## src/rtl/shortest_nonce_pow_search_core_macros.svh

```systemverilog
// Assertion macros shared by the nonce search RTL.
// Depends on nothing; included by files that carry assertions.
`ifndef SHORTEST_NONCE_POW_SEARCH_CORE_MACROS_SVH
`define SHORTEST_NONCE_POW_SEARCH_CORE_MACROS_SVH

// implication checked every clock outside reset
`define SNP_ASSERT_IMPL(label, clk, rst_n, ante, cons, msg) \
  label: assert property (@(posedge clk) disable iff (!rst_n) (ante) |-> (cons)) \
    else $error(msg);

// next-cycle implication checked every clock outside reset
`define SNP_ASSERT_NEXT(label, clk, rst_n, ante, cons, msg) \
  label: assert property (@(posedge clk) disable iff (!rst_n) (ante) |=> (cons)) \
    else $error(msg);

`endif

```

## src/rtl/snps_pkg.sv

```systemverilog
// Package for the nonce search core: payload types, SHA-256 constants and helpers.
// No dependencies.
package snps_pkg;

  localparam int MaxNonceBytesDef = 4;
  localparam logic [7:0] ByteMask = 8'd255;
  localparam int ByteSpan = 256;

  typedef struct packed {
    logic [63:0] digest_word_3;
    logic [63:0] digest_word_2;
    logic [63:0] digest_word_1;
    logic [63:0] digest_word_0;
  } in_beat_t;

  typedef struct packed {
    logic        solved;
    logic [2:0]  nonce_length;
    logic [31:0] nonce_value;
  } out_beat_t;

  localparam logic [31:0] RoundK [64] = '{
    32'h428a2f98, 32'h71374491, 32'hb5c0fbcf, 32'he9b5dba5,
    32'h3956c25b, 32'h59f111f1, 32'h923f82a4, 32'hab1c5ed5,
    32'hd807aa98, 32'h12835b01, 32'h243185be, 32'h550c7dc3,
    32'h72be5d74, 32'h80deb1fe, 32'h9bdc06a7, 32'hc19bf174,
    32'he49b69c1, 32'hefbe4786, 32'h0fc19dc6, 32'h240ca1cc,
    32'h2de92c6f, 32'h4a7484aa, 32'h5cb0a9dc, 32'h76f988da,
    32'h983e5152, 32'ha831c66d, 32'hb00327c8, 32'hbf597fc7,
    32'hc6e00bf3, 32'hd5a79147, 32'h06ca6351, 32'h14292967,
    32'h27b70a85, 32'h2e1b2138, 32'h4d2c6dfc, 32'h53380d13,
    32'h650a7354, 32'h766a0abb, 32'h81c2c92e, 32'h92722c85,
    32'ha2bfe8a1, 32'ha81a664b, 32'hc24b8b70, 32'hc76c51a3,
    32'hd192e819, 32'hd6990624, 32'hf40e3585, 32'h106aa070,
    32'h19a4c116, 32'h1e376c08, 32'h2748774c, 32'h34b0bcb5,
    32'h391c0cb3, 32'h4ed8aa4a, 32'h5b9cca4f, 32'h682e6ff3,
    32'h748f82ee, 32'h78a5636f, 32'h84c87814, 32'h8cc70208,
    32'h90befffa, 32'ha4506ceb, 32'hbef9a3f7, 32'hc67178f2
  };

  localparam logic [255:0] InitH = {
    32'h6a09e667, 32'hbb67ae85, 32'h3c6ef372, 32'ha54ff53a,
    32'h510e527f, 32'h9b05688c, 32'h1f83d9ab, 32'h5be0cd19
  };

  function automatic logic [31:0] rotr(input logic [31:0] x, input int n);
    rotr = (x >> n) | (x << (32 - n));
  endfunction

  // byte-swap a 32-bit word
  function automatic logic [31:0] bswap(input logic [31:0] x);
    bswap = {x[7:0], x[15:8], x[23:16], x[31:24]};
  endfunction

  // compact difficulty to 256-bit target, byte i at bits 8i+7:8i
  function automatic logic [255:0] build_target(input logic [31:0] bits);
    logic [255:0] t;
    logic [22:0]  mant;
    int           pos;
    t = '0;
    mant = bits[22:0];
    for (int k = 0; k < 3; k++) begin
      pos = int'(bits[31:24]) - 3 + k;
      if (pos >= 0 && pos < 32) begin
        t[pos*8 +: 8] = 8'({1'b0, mant} >> (8 * k)) & ByteMask;
      end
    end
    build_target = t;
  endfunction

endpackage

```

## src/rtl/snps_sha_unit.sv

```systemverilog
// Iterative SHA-256 compression: one round per cycle over a 16-word sliding schedule.
// Depends on snps_pkg.
`include "shortest_nonce_pow_search_core_macros.svh"
module snps_sha_unit (
  input  logic         clk,
  input  logic         rst_n,
  input  logic         start,
  input  logic [511:0] block,   // word 0 in bits 511:480
  output logic         done,
  output logic [255:0] digest   // H0 in bits 255:224
);

  logic [6:0]   rnd_r, rnd_nxt;
  logic         busy_r, busy_nxt, done_r, done_nxt;
  logic [31:0]  w_r [16];
  logic [31:0]  w_nxt [16];
  logic [255:0] st_r, st_nxt, dig_r, dig_nxt;
  logic [31:0]  a, b, c, d, e, f, g, h, wt, t1, t2, s0, s1, wn;

  always_comb begin
    {a, b, c, d, e, f, g, h} = st_r;
    s0 = snps_pkg::rotr(w_r[1], 7) ^ snps_pkg::rotr(w_r[1], 18) ^ (w_r[1] >> 3);
    s1 = snps_pkg::rotr(w_r[14], 17) ^ snps_pkg::rotr(w_r[14], 19) ^ (w_r[14] >> 10);
    wn = w_r[0] + s0 + w_r[9] + s1;
    wt = w_r[0];
    t1 = h + (snps_pkg::rotr(e, 6) ^ snps_pkg::rotr(e, 11) ^ snps_pkg::rotr(e, 25))
         + ((e & f) ^ (~e & g)) + snps_pkg::RoundK[rnd_r[5:0]] + wt;
    t2 = (snps_pkg::rotr(a, 2) ^ snps_pkg::rotr(a, 13) ^ snps_pkg::rotr(a, 22))
         + ((a & b) ^ (a & c) ^ (b & c));
    rnd_nxt = rnd_r;
    busy_nxt = busy_r;
    done_nxt = 1'b0;
    st_nxt = st_r;
    dig_nxt = dig_r;
    w_nxt = w_r;
    if (start) begin
      busy_nxt = 1'b1;
      rnd_nxt = '0;
      st_nxt = snps_pkg::InitH;
      for (int i = 0; i < 16; i++) w_nxt[i] = block[511 - 32*i -: 32];
    end else if (busy_r) begin
      st_nxt = {t1 + t2, a, b, c, d + t1, e, f, g};
      // slide the schedule window; new word enters at the top
      for (int i = 0; i < 15; i++) w_nxt[i] = w_r[i + 1];
      w_nxt[15] = wn;
      rnd_nxt = rnd_r + 7'd1;
      if (rnd_r == 7'd63) begin
        busy_nxt = 1'b0;
        done_nxt = 1'b1;
        for (int i = 0; i < 8; i++) begin
          dig_nxt[255 - 32*i -: 32] = snps_pkg::InitH[255 - 32*i -: 32]
                                      + st_nxt[255 - 32*i -: 32];
        end
      end
    end
  end

  always_ff @(posedge clk) begin
    if (!rst_n) begin
      busy_r <= 1'b0;
      done_r <= 1'b0;
      rnd_r <= '0;
    end else begin
      busy_r <= busy_nxt;
      done_r <= done_nxt;
      rnd_r <= rnd_nxt;
    end
    st_r <= st_nxt;
    dig_r <= dig_nxt;
    w_r <= w_nxt;
  end

  assign done = done_r;
  assign digest = dig_r;

  `SNP_ASSERT_NEXT(a_sha_done_ends_busy, clk, rst_n, busy_r && rnd_r == 7'd63, done_r && !busy_r, "round 63 must finish")
  `SNP_ASSERT_IMPL(a_sha_round_range, clk, rst_n, busy_r, rnd_r < 7'd64, "round count out of range")
  `SNP_ASSERT_IMPL(a_sha_no_done_busy, clk, rst_n, done_r, !busy_r, "done while busy")

endmodule

```

## src/rtl/shortest_nonce_pow_search_core.sv

```systemverilog
// Channel | dir | handshake          | payload
// in      | in  | in_valid/in_stall  | snps_pkg::in_beat_t (32-byte first-stage digest)
// out     | out | out_valid/out_stall| snps_pkg::out_beat_t (solved, length, nonce)
// cfg     | in  | cfg_we             | cfg_wdata: compact difficulty
// Each nonce attempt takes two 64-round passes of the shared SHA unit plus one
// check state. A beat tries up to 2^8+2^16+2^24+2^32 attempts before its result
// beat. Synchronous active-low reset; no clearing pass. The input stalls from
// accept until the result beat leaves; out_stall holds it.
// Depends on snps_pkg, snps_sha_unit and the assertion macro header.
`include "shortest_nonce_pow_search_core_macros.svh"
module shortest_nonce_pow_search_core #(
  parameter int MAX_NONCE_BYTES = snps_pkg::MaxNonceBytesDef
) (
  input  logic                clk,
  input  logic                rst_n,
  input  logic                in_valid,
  output logic                in_stall,
  input  snps_pkg::in_beat_t  in_data,
  output logic                out_valid,
  input  logic                out_stall,
  output snps_pkg::out_beat_t out_data,
  input  logic                cfg_we,
  input  logic [31:0]         cfg_wdata
);

  typedef enum logic [2:0] {S_IDLE, S_H1, S_W1, S_H2, S_W2, S_CHK, S_OUT} state_t;

  localparam int NW = 8 * MAX_NONCE_BYTES;

  state_t              state_r, state_nxt;
  logic [31:0]         diff_r;
  logic [255:0]        target_r, target_nxt;
  logic [255:0]        held_r, held_nxt;
  logic [NW-1:0]       count_r, count_nxt;
  logic [3:0]          len_r, len_nxt;
  logic [255:0]        hash_r, hash_nxt;
  snps_pkg::out_beat_t res_r, res_nxt;
  logic                start;
  logic [511:0]        blk;
  logic                sha_done;
  logic [255:0]        sha_dig;
  logic [255:0]        hash_le;
  logic [NW-1:0]       last;
  logic [511:0]        msg_le;

  // message bytes little-endian, byte j at bits 8j+7:8j, then pad and length
  always_comb begin
    msg_le = '0;
    blk = '0;
    if (state_r == S_H1) begin
      msg_le[255:0] = held_r;
      for (int i = 0; i < MAX_NONCE_BYTES; i++) begin
        if (i < int'(len_r)) msg_le[256 + 8*i +: 8] = count_r[8*i +: 8];
        if (i == int'(len_r)) msg_le[256 + 8*i +: 8] = 8'h80;
      end
      if (MAX_NONCE_BYTES == int'(len_r)) msg_le[256 + 8*MAX_NONCE_BYTES +: 8] = 8'h80;
      for (int i = 0; i < 16; i++) blk[511 - 32*i -: 32] = snps_pkg::bswap(msg_le[32*i +: 32]);
      blk[15:0] = 16'((32 + int'(len_r)) * 8);
    end else begin
      blk[511:256] = hash_r;
      blk[255:224] = 32'h80000000;
      blk[15:0] = 16'd256;
    end
  end

  assign start = (state_r == S_H1) || (state_r == S_H2);

  snps_sha_unit u_sha (
    .clk(clk), .rst_n(rst_n), .start(start), .block(blk),
    .done(sha_done), .digest(sha_dig)
  );

  // hash bytes in big-endian word order; byte i of the hash lands at bits 8i+7:8i
  always_comb begin
    for (int i = 0; i < 8; i++) hash_le[32*i +: 32] = snps_pkg::bswap(hash_r[255 - 32*i -: 32]);
    last = '0;
    for (int i = 0; i < MAX_NONCE_BYTES; i++) begin
      if (i < int'(len_r)) last[8*i +: 8] = snps_pkg::ByteMask;
    end
  end

  always_comb begin
    state_nxt = state_r;
    target_nxt = target_r;
    held_nxt = held_r;
    count_nxt = count_r;
    len_nxt = len_r;
    hash_nxt = hash_r;
    res_nxt = res_r;
    unique case (state_r)
      S_IDLE: begin
        if (in_valid) begin
          held_nxt = in_data;
          target_nxt = snps_pkg::build_target(diff_r);
          count_nxt = '0;
          len_nxt = 4'd1;
          state_nxt = S_H1;
        end
      end
      S_H1: state_nxt = S_W1;
      S_W1: begin
        if (sha_done) begin
          hash_nxt = sha_dig;
          state_nxt = S_H2;
        end
      end
      S_H2: state_nxt = S_W2;
      S_W2: begin
        if (sha_done) begin
          hash_nxt = sha_dig;
          state_nxt = S_CHK;
        end
      end
      S_CHK: begin
        state_nxt = S_H1;
        if (hash_le <= target_r) begin
          res_nxt.solved = 1'b1;
          res_nxt.nonce_length = len_r[2:0];
          res_nxt.nonce_value = 32'(count_r);
          state_nxt = S_OUT;
        end else if (count_r == last) begin
          count_nxt = '0;
          len_nxt = len_r + 4'd1;
          if (int'(len_r) >= MAX_NONCE_BYTES) begin
            res_nxt = '0;
            state_nxt = S_OUT;
          end
        end else begin
          count_nxt = count_r + NW'(1);
        end
      end
      S_OUT: if (!out_stall) state_nxt = S_IDLE;
      default: state_nxt = S_IDLE;
    endcase
  end

  always_ff @(posedge clk) begin
    if (!rst_n) begin
      state_r <= S_IDLE;
      diff_r <= '0;
      target_r <= '0;
      count_r <= '0;
      len_r <= 4'd1;
    end else begin
      state_r <= state_nxt;
      if (cfg_we) diff_r <= cfg_wdata;
      target_r <= target_nxt;
      count_r <= count_nxt;
      len_r <= len_nxt;
    end
    held_r <= held_nxt;
    hash_r <= hash_nxt;
    res_r <= res_nxt;
  end

  assign in_stall = (state_r != S_IDLE);
  assign out_valid = (state_r == S_OUT);
  assign out_data = res_r;

  `SNP_ASSERT_IMPL(a_one_job, clk, rst_n, out_valid, in_stall, "input open while result pending")
  `SNP_ASSERT_IMPL(a_len_range, clk, rst_n, state_r == S_CHK, len_r >= 4'd1, "nonce length zero")
  `SNP_ASSERT_NEXT(a_out_hold, clk, rst_n, out_valid && out_stall, out_valid && $stable(out_data), "result dropped under stall")

endmodule
```

## config.mk

```make
export PLATFORM = sky130hd
export DESIGN_NAME = shortest_nonce_pow_search_core
export DESIGN_NICKNAME = d
export VERILOG_FILES = /design/src/rtl/snps_pkg.sv /design/src/rtl/snps_sha_unit.sv /design/src/rtl/shortest_nonce_pow_search_core.sv
export VERILOG_INCLUDE_DIRS = /design/src /design/src/rtl
export SDC_FILE = /design/constraint.sdc
export NUM_CORES = 2
export LEC_CHECK = 0
export ABC_AREA = 1
export BUFFER_PORTS_ARGS = -buffer_cell sky130_fd_sc_hd__buf_2
export CAP_MARGIN = 0
export CORE_ASPECT_RATIO = 1.5
export CORE_MARGIN = 10
export CORE_UTILIZATION = 55
export CTS_BUF_LIST = sky130_fd_sc_hd__clkbuf_8
export CTS_CLUSTER_DIAMETER = 150
export CTS_CLUSTER_SIZE = 20
export DETAILED_ROUTE_END_ITERATION = 10
export PLACE_DENSITY = 0.77
export REMOVE_ABC_BUFFERS = 1
export SYNTH_ARGS = -nofsm -noshare
export SYNTH_HDL_FRONTEND = slang
export SYNTH_HIERARCHICAL = 1
export SYNTH_SLANG_ARGS = --single-unit
```

## constraint.sdc

```tcl
create_clock -name clk -period 61.4 [get_ports clk]
set_clock_uncertainty 0.15 [all_clocks]
set_input_delay 18.42 -clock clk [delete_from_list [all_inputs] [get_ports clk]]
set_output_delay 18.42 -clock clk [all_outputs]
set_load 0.02 [all_outputs]
```

* After elaboration in Yosys (flattened, before gate mapping)
Memories as Yosys holds them, arrays and structs flattened.
Cells that the tools add are included.
** Word-level totals
- Register bits after elaboration :: 1908
- Bits in read-only memories :: 2048
- Input port bits :: 293
- Output and inout port bits :: 38
- Word-level logic and storage cells :: 202
- Memories kept :: 1
** Memories
- (name not given) :: words 64, bits a word 32, rd ports 1, clocked after memory_dff 0, wr ports 0, RTL line snps_sha_unit.sv:27 : + ((e & f) ^ (~e & g)) + snps_pkg::RoundK[rnd_r[5:0]] + wt;
** Operators by class
- Add/sub/neg operators :: 28
- Magnitude comparators :: 13
- Equal/unequal tests :: 18
- Shift-type cells :: 6
- Multiplexer cells :: 52
- Bitwise logic cells :: 32
- Reductions and logical operators :: 21
** Operator list (count)
- $mux 256 :: 7
- $mux 512 :: 2
- $shift 8x33->256 const A :: 3
- $shiftx 8x33->256 :: 3
- $bwmux 256 :: 2
- $add 32x32->32 :: 10
- $mux 288 :: 1
- $xor 32x32->32 :: 9
- $and 256x256->256 :: 1
- $le 256x256->1 :: 1
- $mux 208 :: 1
- $and 32x32->32 :: 5
- $mux 32 :: 5
- $mux 8 :: 13
- $add 31x32->32 const A :: 3
- $add 32x32->32 const A :: 3
- $mux 36 :: 2
- $pmux 32 s2 :: 1
- $mux 35 :: 1
- $neg 12->33 :: 1
- $neg 13->33 :: 1
- $neg 32->33 :: 1
- $add 29x32->32 const A :: 1
- $add 30x32->32 const A :: 1
- 59 further kinds :: 92

* Depth between registers and ports, before layout
- Depth in word-level cells :: 13
- Mapped depth :: 49
- Mapped depth without buffers :: 48

* By module
Netlist, hierarchy kept.
** Modules (own cells, without submodules)
- snps_sha_unit :: times used 1, cells an instance 7525, area an instance 62414.9 um^2, sequential area each 28367.2 um^2
- shortest_nonce_pow_search_core :: times used 1, cells an instance 6437, area an instance 50314.5 um^2, sequential area each 22982.0 um^2

* Worst setup path after synthesis
No wires, ideal clock.
- Kind :: in2reg
- Start point :: input in_valid
- End point :: register target_r[105]
- Setup time :: 439 ps
- Data arrival time :: 26429 ps
- Data required time :: 60811 ps
- Setup slack :: 34382 ps
- Stages :: 5
- Buffers on the path :: 2
- Cell sequence :: inv_1 -> nor2_1 -> clkbuf_1 -> clkbuf_1 -> a21oi_1
** On the way
- Word-level cells in the longest chain between the ends :: 1
** RTL lines
- start, declared :: RTL line shortest_nonce_pow_search_core.sv:16 : input logic in_valid,
- $reduce_and 2->1 (no line)
- end signal, assigned :: RTL line shortest_nonce_pow_search_core.sv:147 : target_r <= target_nxt;
- end, declared :: RTL line shortest_nonce_pow_search_core.sv:32 : logic [255:0] target_r, target_nxt;
No other way between the ends.
A chain may end at the register's enable or synchronous reset.

* Worst setup path in the final report
- Start point :: input in_valid
- End point :: register target_r[49]
The elaborated chain is that of the path after synthesis.

==> impl_metrics.py <==
metrics = {
    "grt": {
        "grt_use_total_pct": 40.6,
        "grt_pass1_vias": 93500,
        "grt_max_degree": 199,
        "overflow": 0,
        "antenna_found_initial": 64,
        "grt_pass1_wl_mm": 658,
    },
    "sta": {
        "hold_violations": 0,
        "worstMarginPinSlew_ns": 1.66,
        "period_share_pct": 35.8,
        "period_needed_ns": 22.00,
        "slew_headroom_pct": -11.4,
        "finalSetupViolCount": 0,
        "rsz0062_at_grt": "no",
        "max_freq_ghz": 0.0455,
        "finalMaxSlewViolations": 5,
    },
    "worst_setup_path": {
        "cp-end-kind": "flip-flop",
        "crit_cells": 10,
        "max_stage_delay_ns": 0.89,
        "crit_slowest_cell": "buf_4",
        "required_ns": 62.11,
        "crit_buf_inv": 6,
        "reg2reg_depth": 44,
        "cp.arrival_ns": 22.71,
        "cpLargestDelayFamily": "buffers and inverters",
        "path_max_fanout": 91,
        "worstSetupPathType": "primary input to flip-flop",
        "cp_cell_sequence": "buf_2, inv_1, nor2_4, buf_4, buf_4, buf_4, buf_4, o21ai_0, a21oi_1, nor2_1",
        "timing.rr.start": "u_sha/rnd_r[0]",
        "worstSetupStartpointType": "primary input",
        "startpoint": "in_valid",
        "cp_common_cell": "buf_4",
    },
    "synth": {
        "yosysWarnings": 6,
        "post_synth.cell_area_avg_um2": 8.07,
        "synth-simple-area-share_pct": 25.0,
        "syn_inst": 14000,
        "yosys.area.top_type": "edfxtp_1",
        "synth_top_area_share_pct": 35.1,
        "synthTopCellsByArea": "edfxtp_1 (35%), nand2_1 (15%), dfxtp_1 (10%), inv_1 (5.5%), ha_1 (5.2%)",
        "synth_mux_area_share_pct": 0,
        "synthAdderAreaFrac_pct": 8.54,
        "netlist-cell-type-count": 72,
        "ys_seq_area_share_pct": 45.6,
        "synth-xor-area-share_pct": 3.94,
        "synth-compound-area-share_pct": 9.29,
        "netlist_area_mm2": 0.113,
        "ys.flop_type": "edfxtp_1",
        "synthArstFlopShare_pct": 0,
        "synth-edff-count": 1316,
        "synth_top_family_by_area": "simple AND/OR/NAND/NOR gates",
        "yosys_register_bits": 1907,
    },
    "die": {
        "rows": 203,
        "die_h_um": 574,
        "num_io_pins": 331,
        "start_util_pct": 55.3,
        "die_w_um": 390,
        "die-area_mm2": 0.224,
        "core_area_mm2": 0.204,
    },
    "cts": {
        "numCtsBuffers": 106,
        "cts_resized": 0,
        "clk_latency_ns": 0.99,
        "postCtsSetupRepairBufs": 0,
        "ctsHoldBuffers": 0,
        "cts_tree": "built",
        "cts-root-buf": "clkbuf_8",
        "cts_sinks": 1907,
        "clkSlewWorstSetupHoldPaths_ns": 0.13,
        "cts_max_path_buffers": 3,
        "htreeDepth": 3,
    },
    "flow_run": {
        "drv_cap": 1,
    },
    "place": {
        "portBuffers": 329,
        "dp.cells": 16700,
        "place.gp.congestion": 1.08,
        "dpl.hpwl_mm": 368,
    },
    "final_layout": {
        "area.growth.synth_to_final_pct": 5.94,
        "multi_input_area_mm2": 0.0537,
        "seqCellArea_mm2": 0.0514,
        "finalNonFillerCells": 17000,
        "fill_cells": 19000,
        "post_route_cells_drive_above_1_share_pct": 5.57,
        "finalNetCount": 15100,
    },
    "outcome": {
        "violations": "max-capacitance violations, max-slew violations",
        "status": "finished, violations left",
    },
    "drt": {
        "firstDrtPassIters": 8,
        "wl_mm": 470,
        "num_vias": 100000,
        "wire_per_inst_um": 27.7,
        "antenna_left": 0,
        "drt_iter0_drc": 13200,
        "drcViolationCount": 0,
        "via_per_inst": 5.92,
    },
    "min_path": {
        "min_path_cells": 0,
        "worstHoldStart": "u_sha/digest[211]",
        "min_path_type": "flip-flop to flip-flop",
    },
}
[layout by cell type (no fill, tap or decap), types with 65 or more instances in the layout]
cell type	instances
o21ai_0	581
o211ai_1	88
nor2_1	918
buf_4	122
edfxtp_1	1316
nor4_1	65
buf_2	328
xnor2_1	150
ha_1	470
fa_1	187
clkbuf_8	108
conb_1	219
nand3_1	601
inv_1	1726
nor3_1	188
a21oi_1	731
a22oi_1	79
o22ai_1	125
dfxtp_1	589
nand4_1	332
nand2_1	4454
xor2_1	352
[cell usage after synthesis (all sizes together), types with 17 or more instances]
| library cell | instances |
|---|---|
| inv | 1670 |
| xnor2 | 151 |
| or2 | 30 |
| a31oi | 32 |
| fa | 187 |
| o21bai | 17 |
| xor2 | 354 |
| dfxtp | 591 |
| o31ai | 28 |
| nand3 | 625 |
| nand2 | 4498 |
| o2111ai | 20 |
| buf | 89 |
| a211oi | 23 |
| clkbuf | 485 |
| o221ai | 25 |
| nand4 | 334 |
| ha | 470 |
| a22oi | 79 |
| o22ai | 125 |
| a21oi | 736 |
| clkinv | 20 |
| o21ai | 615 |
| edfxtp | 1316 |
| o211ai | 88 |
| nor4 | 75 |
| nor3 | 198 |
| nor2 | 977 |
[cells by family after synthesis]
kind of cell | Yosys count
flops | 1907
simple gates | 6773
xor+xnor | 505
fa+ha+maj | 657
buf+inv | 2264
other cells | 2
compound gates | 1854
[state kept, by name (all words and copies together), names as in the netlist]
signal / cells
u_sha/busy_r: 1
u_sha/digest: 256
u_sha/w_r: 480
hash_r: 256
out_data: 36
u_sha/st_r: 256
u_sha/done: 1
target_r: 256
u_sha/rnd_r: 7
len_r: 4
u_sha/wt: 32
count_r: 32
state_r: 3
held_r: 256
diff_r: 31
[path summary, 6_finish.rpt]
| path | endpoint | slack, ns |
|---|---|---|
| max | target_r[49] | 39.40 |
| min | hash_r[211] | 0.18 |
| max reg2reg | u_sha/digest[255] | 50.15 |
| min reg2reg | hash_r[211] | 0.18 |
[through the flow]
| stage | setup slack (ns) | utilization [%] | instance area (um^2) | hold slack, ns | setup TNS [ns] |
|---|---|---|---|---|---|
| floorplan | -27.16 | - | 111000 | 0.250 | -6953.54 |
| global route | 39.32 | 58.5 | 119000 | 0.200 | 0 |
| finish | 39.40 | 58.6 | 119000 | 0.181 | 0 |
| CTS | 39.64 | 58.5 | 119000 | 0.186 | 0 |
| global placement | 38.66 | 57.6 | 117000 | 0.250 | 0 |
| detailed placement | 38.59 | 57.6 | 117000 | 0.255 | 0 |
[routing by layer]
| layer | vias up | track usage [%] | wire [um] |
|---|---|---|---|
| met1 | 47300 | 49.2 | 169000 |
| met2 | 5713 | 62.5 | 207000 |
| met3 | 1355 | 8.14 | 46800 |
| met5 | - | 0 | 145 |
| li1 | 46000 | - | - |
| met4 | 18 | 33.5 | 47900 |
[final cells by class]
| class | count | area share, % |
|---|---|---|
| Timing Repair Buffer | 455 | 2.23 |
| Antenna cell | 27 | 0.0566 |
| Tap cell | 2665 | 2.79 |
| Sequential cell | 1907 | 43.0 |
| Inverter | 1690 | 5.34 |
| Multi-Input combinational cell | 10000 | 45.0 |
| Clock buffer | 108 | 1.24 |
| Clock inverter | 92 | 0.378 |
Power is not shown: default switching activity piles up to over one toggle a cycle in this logic, so the estimate is an artifact.
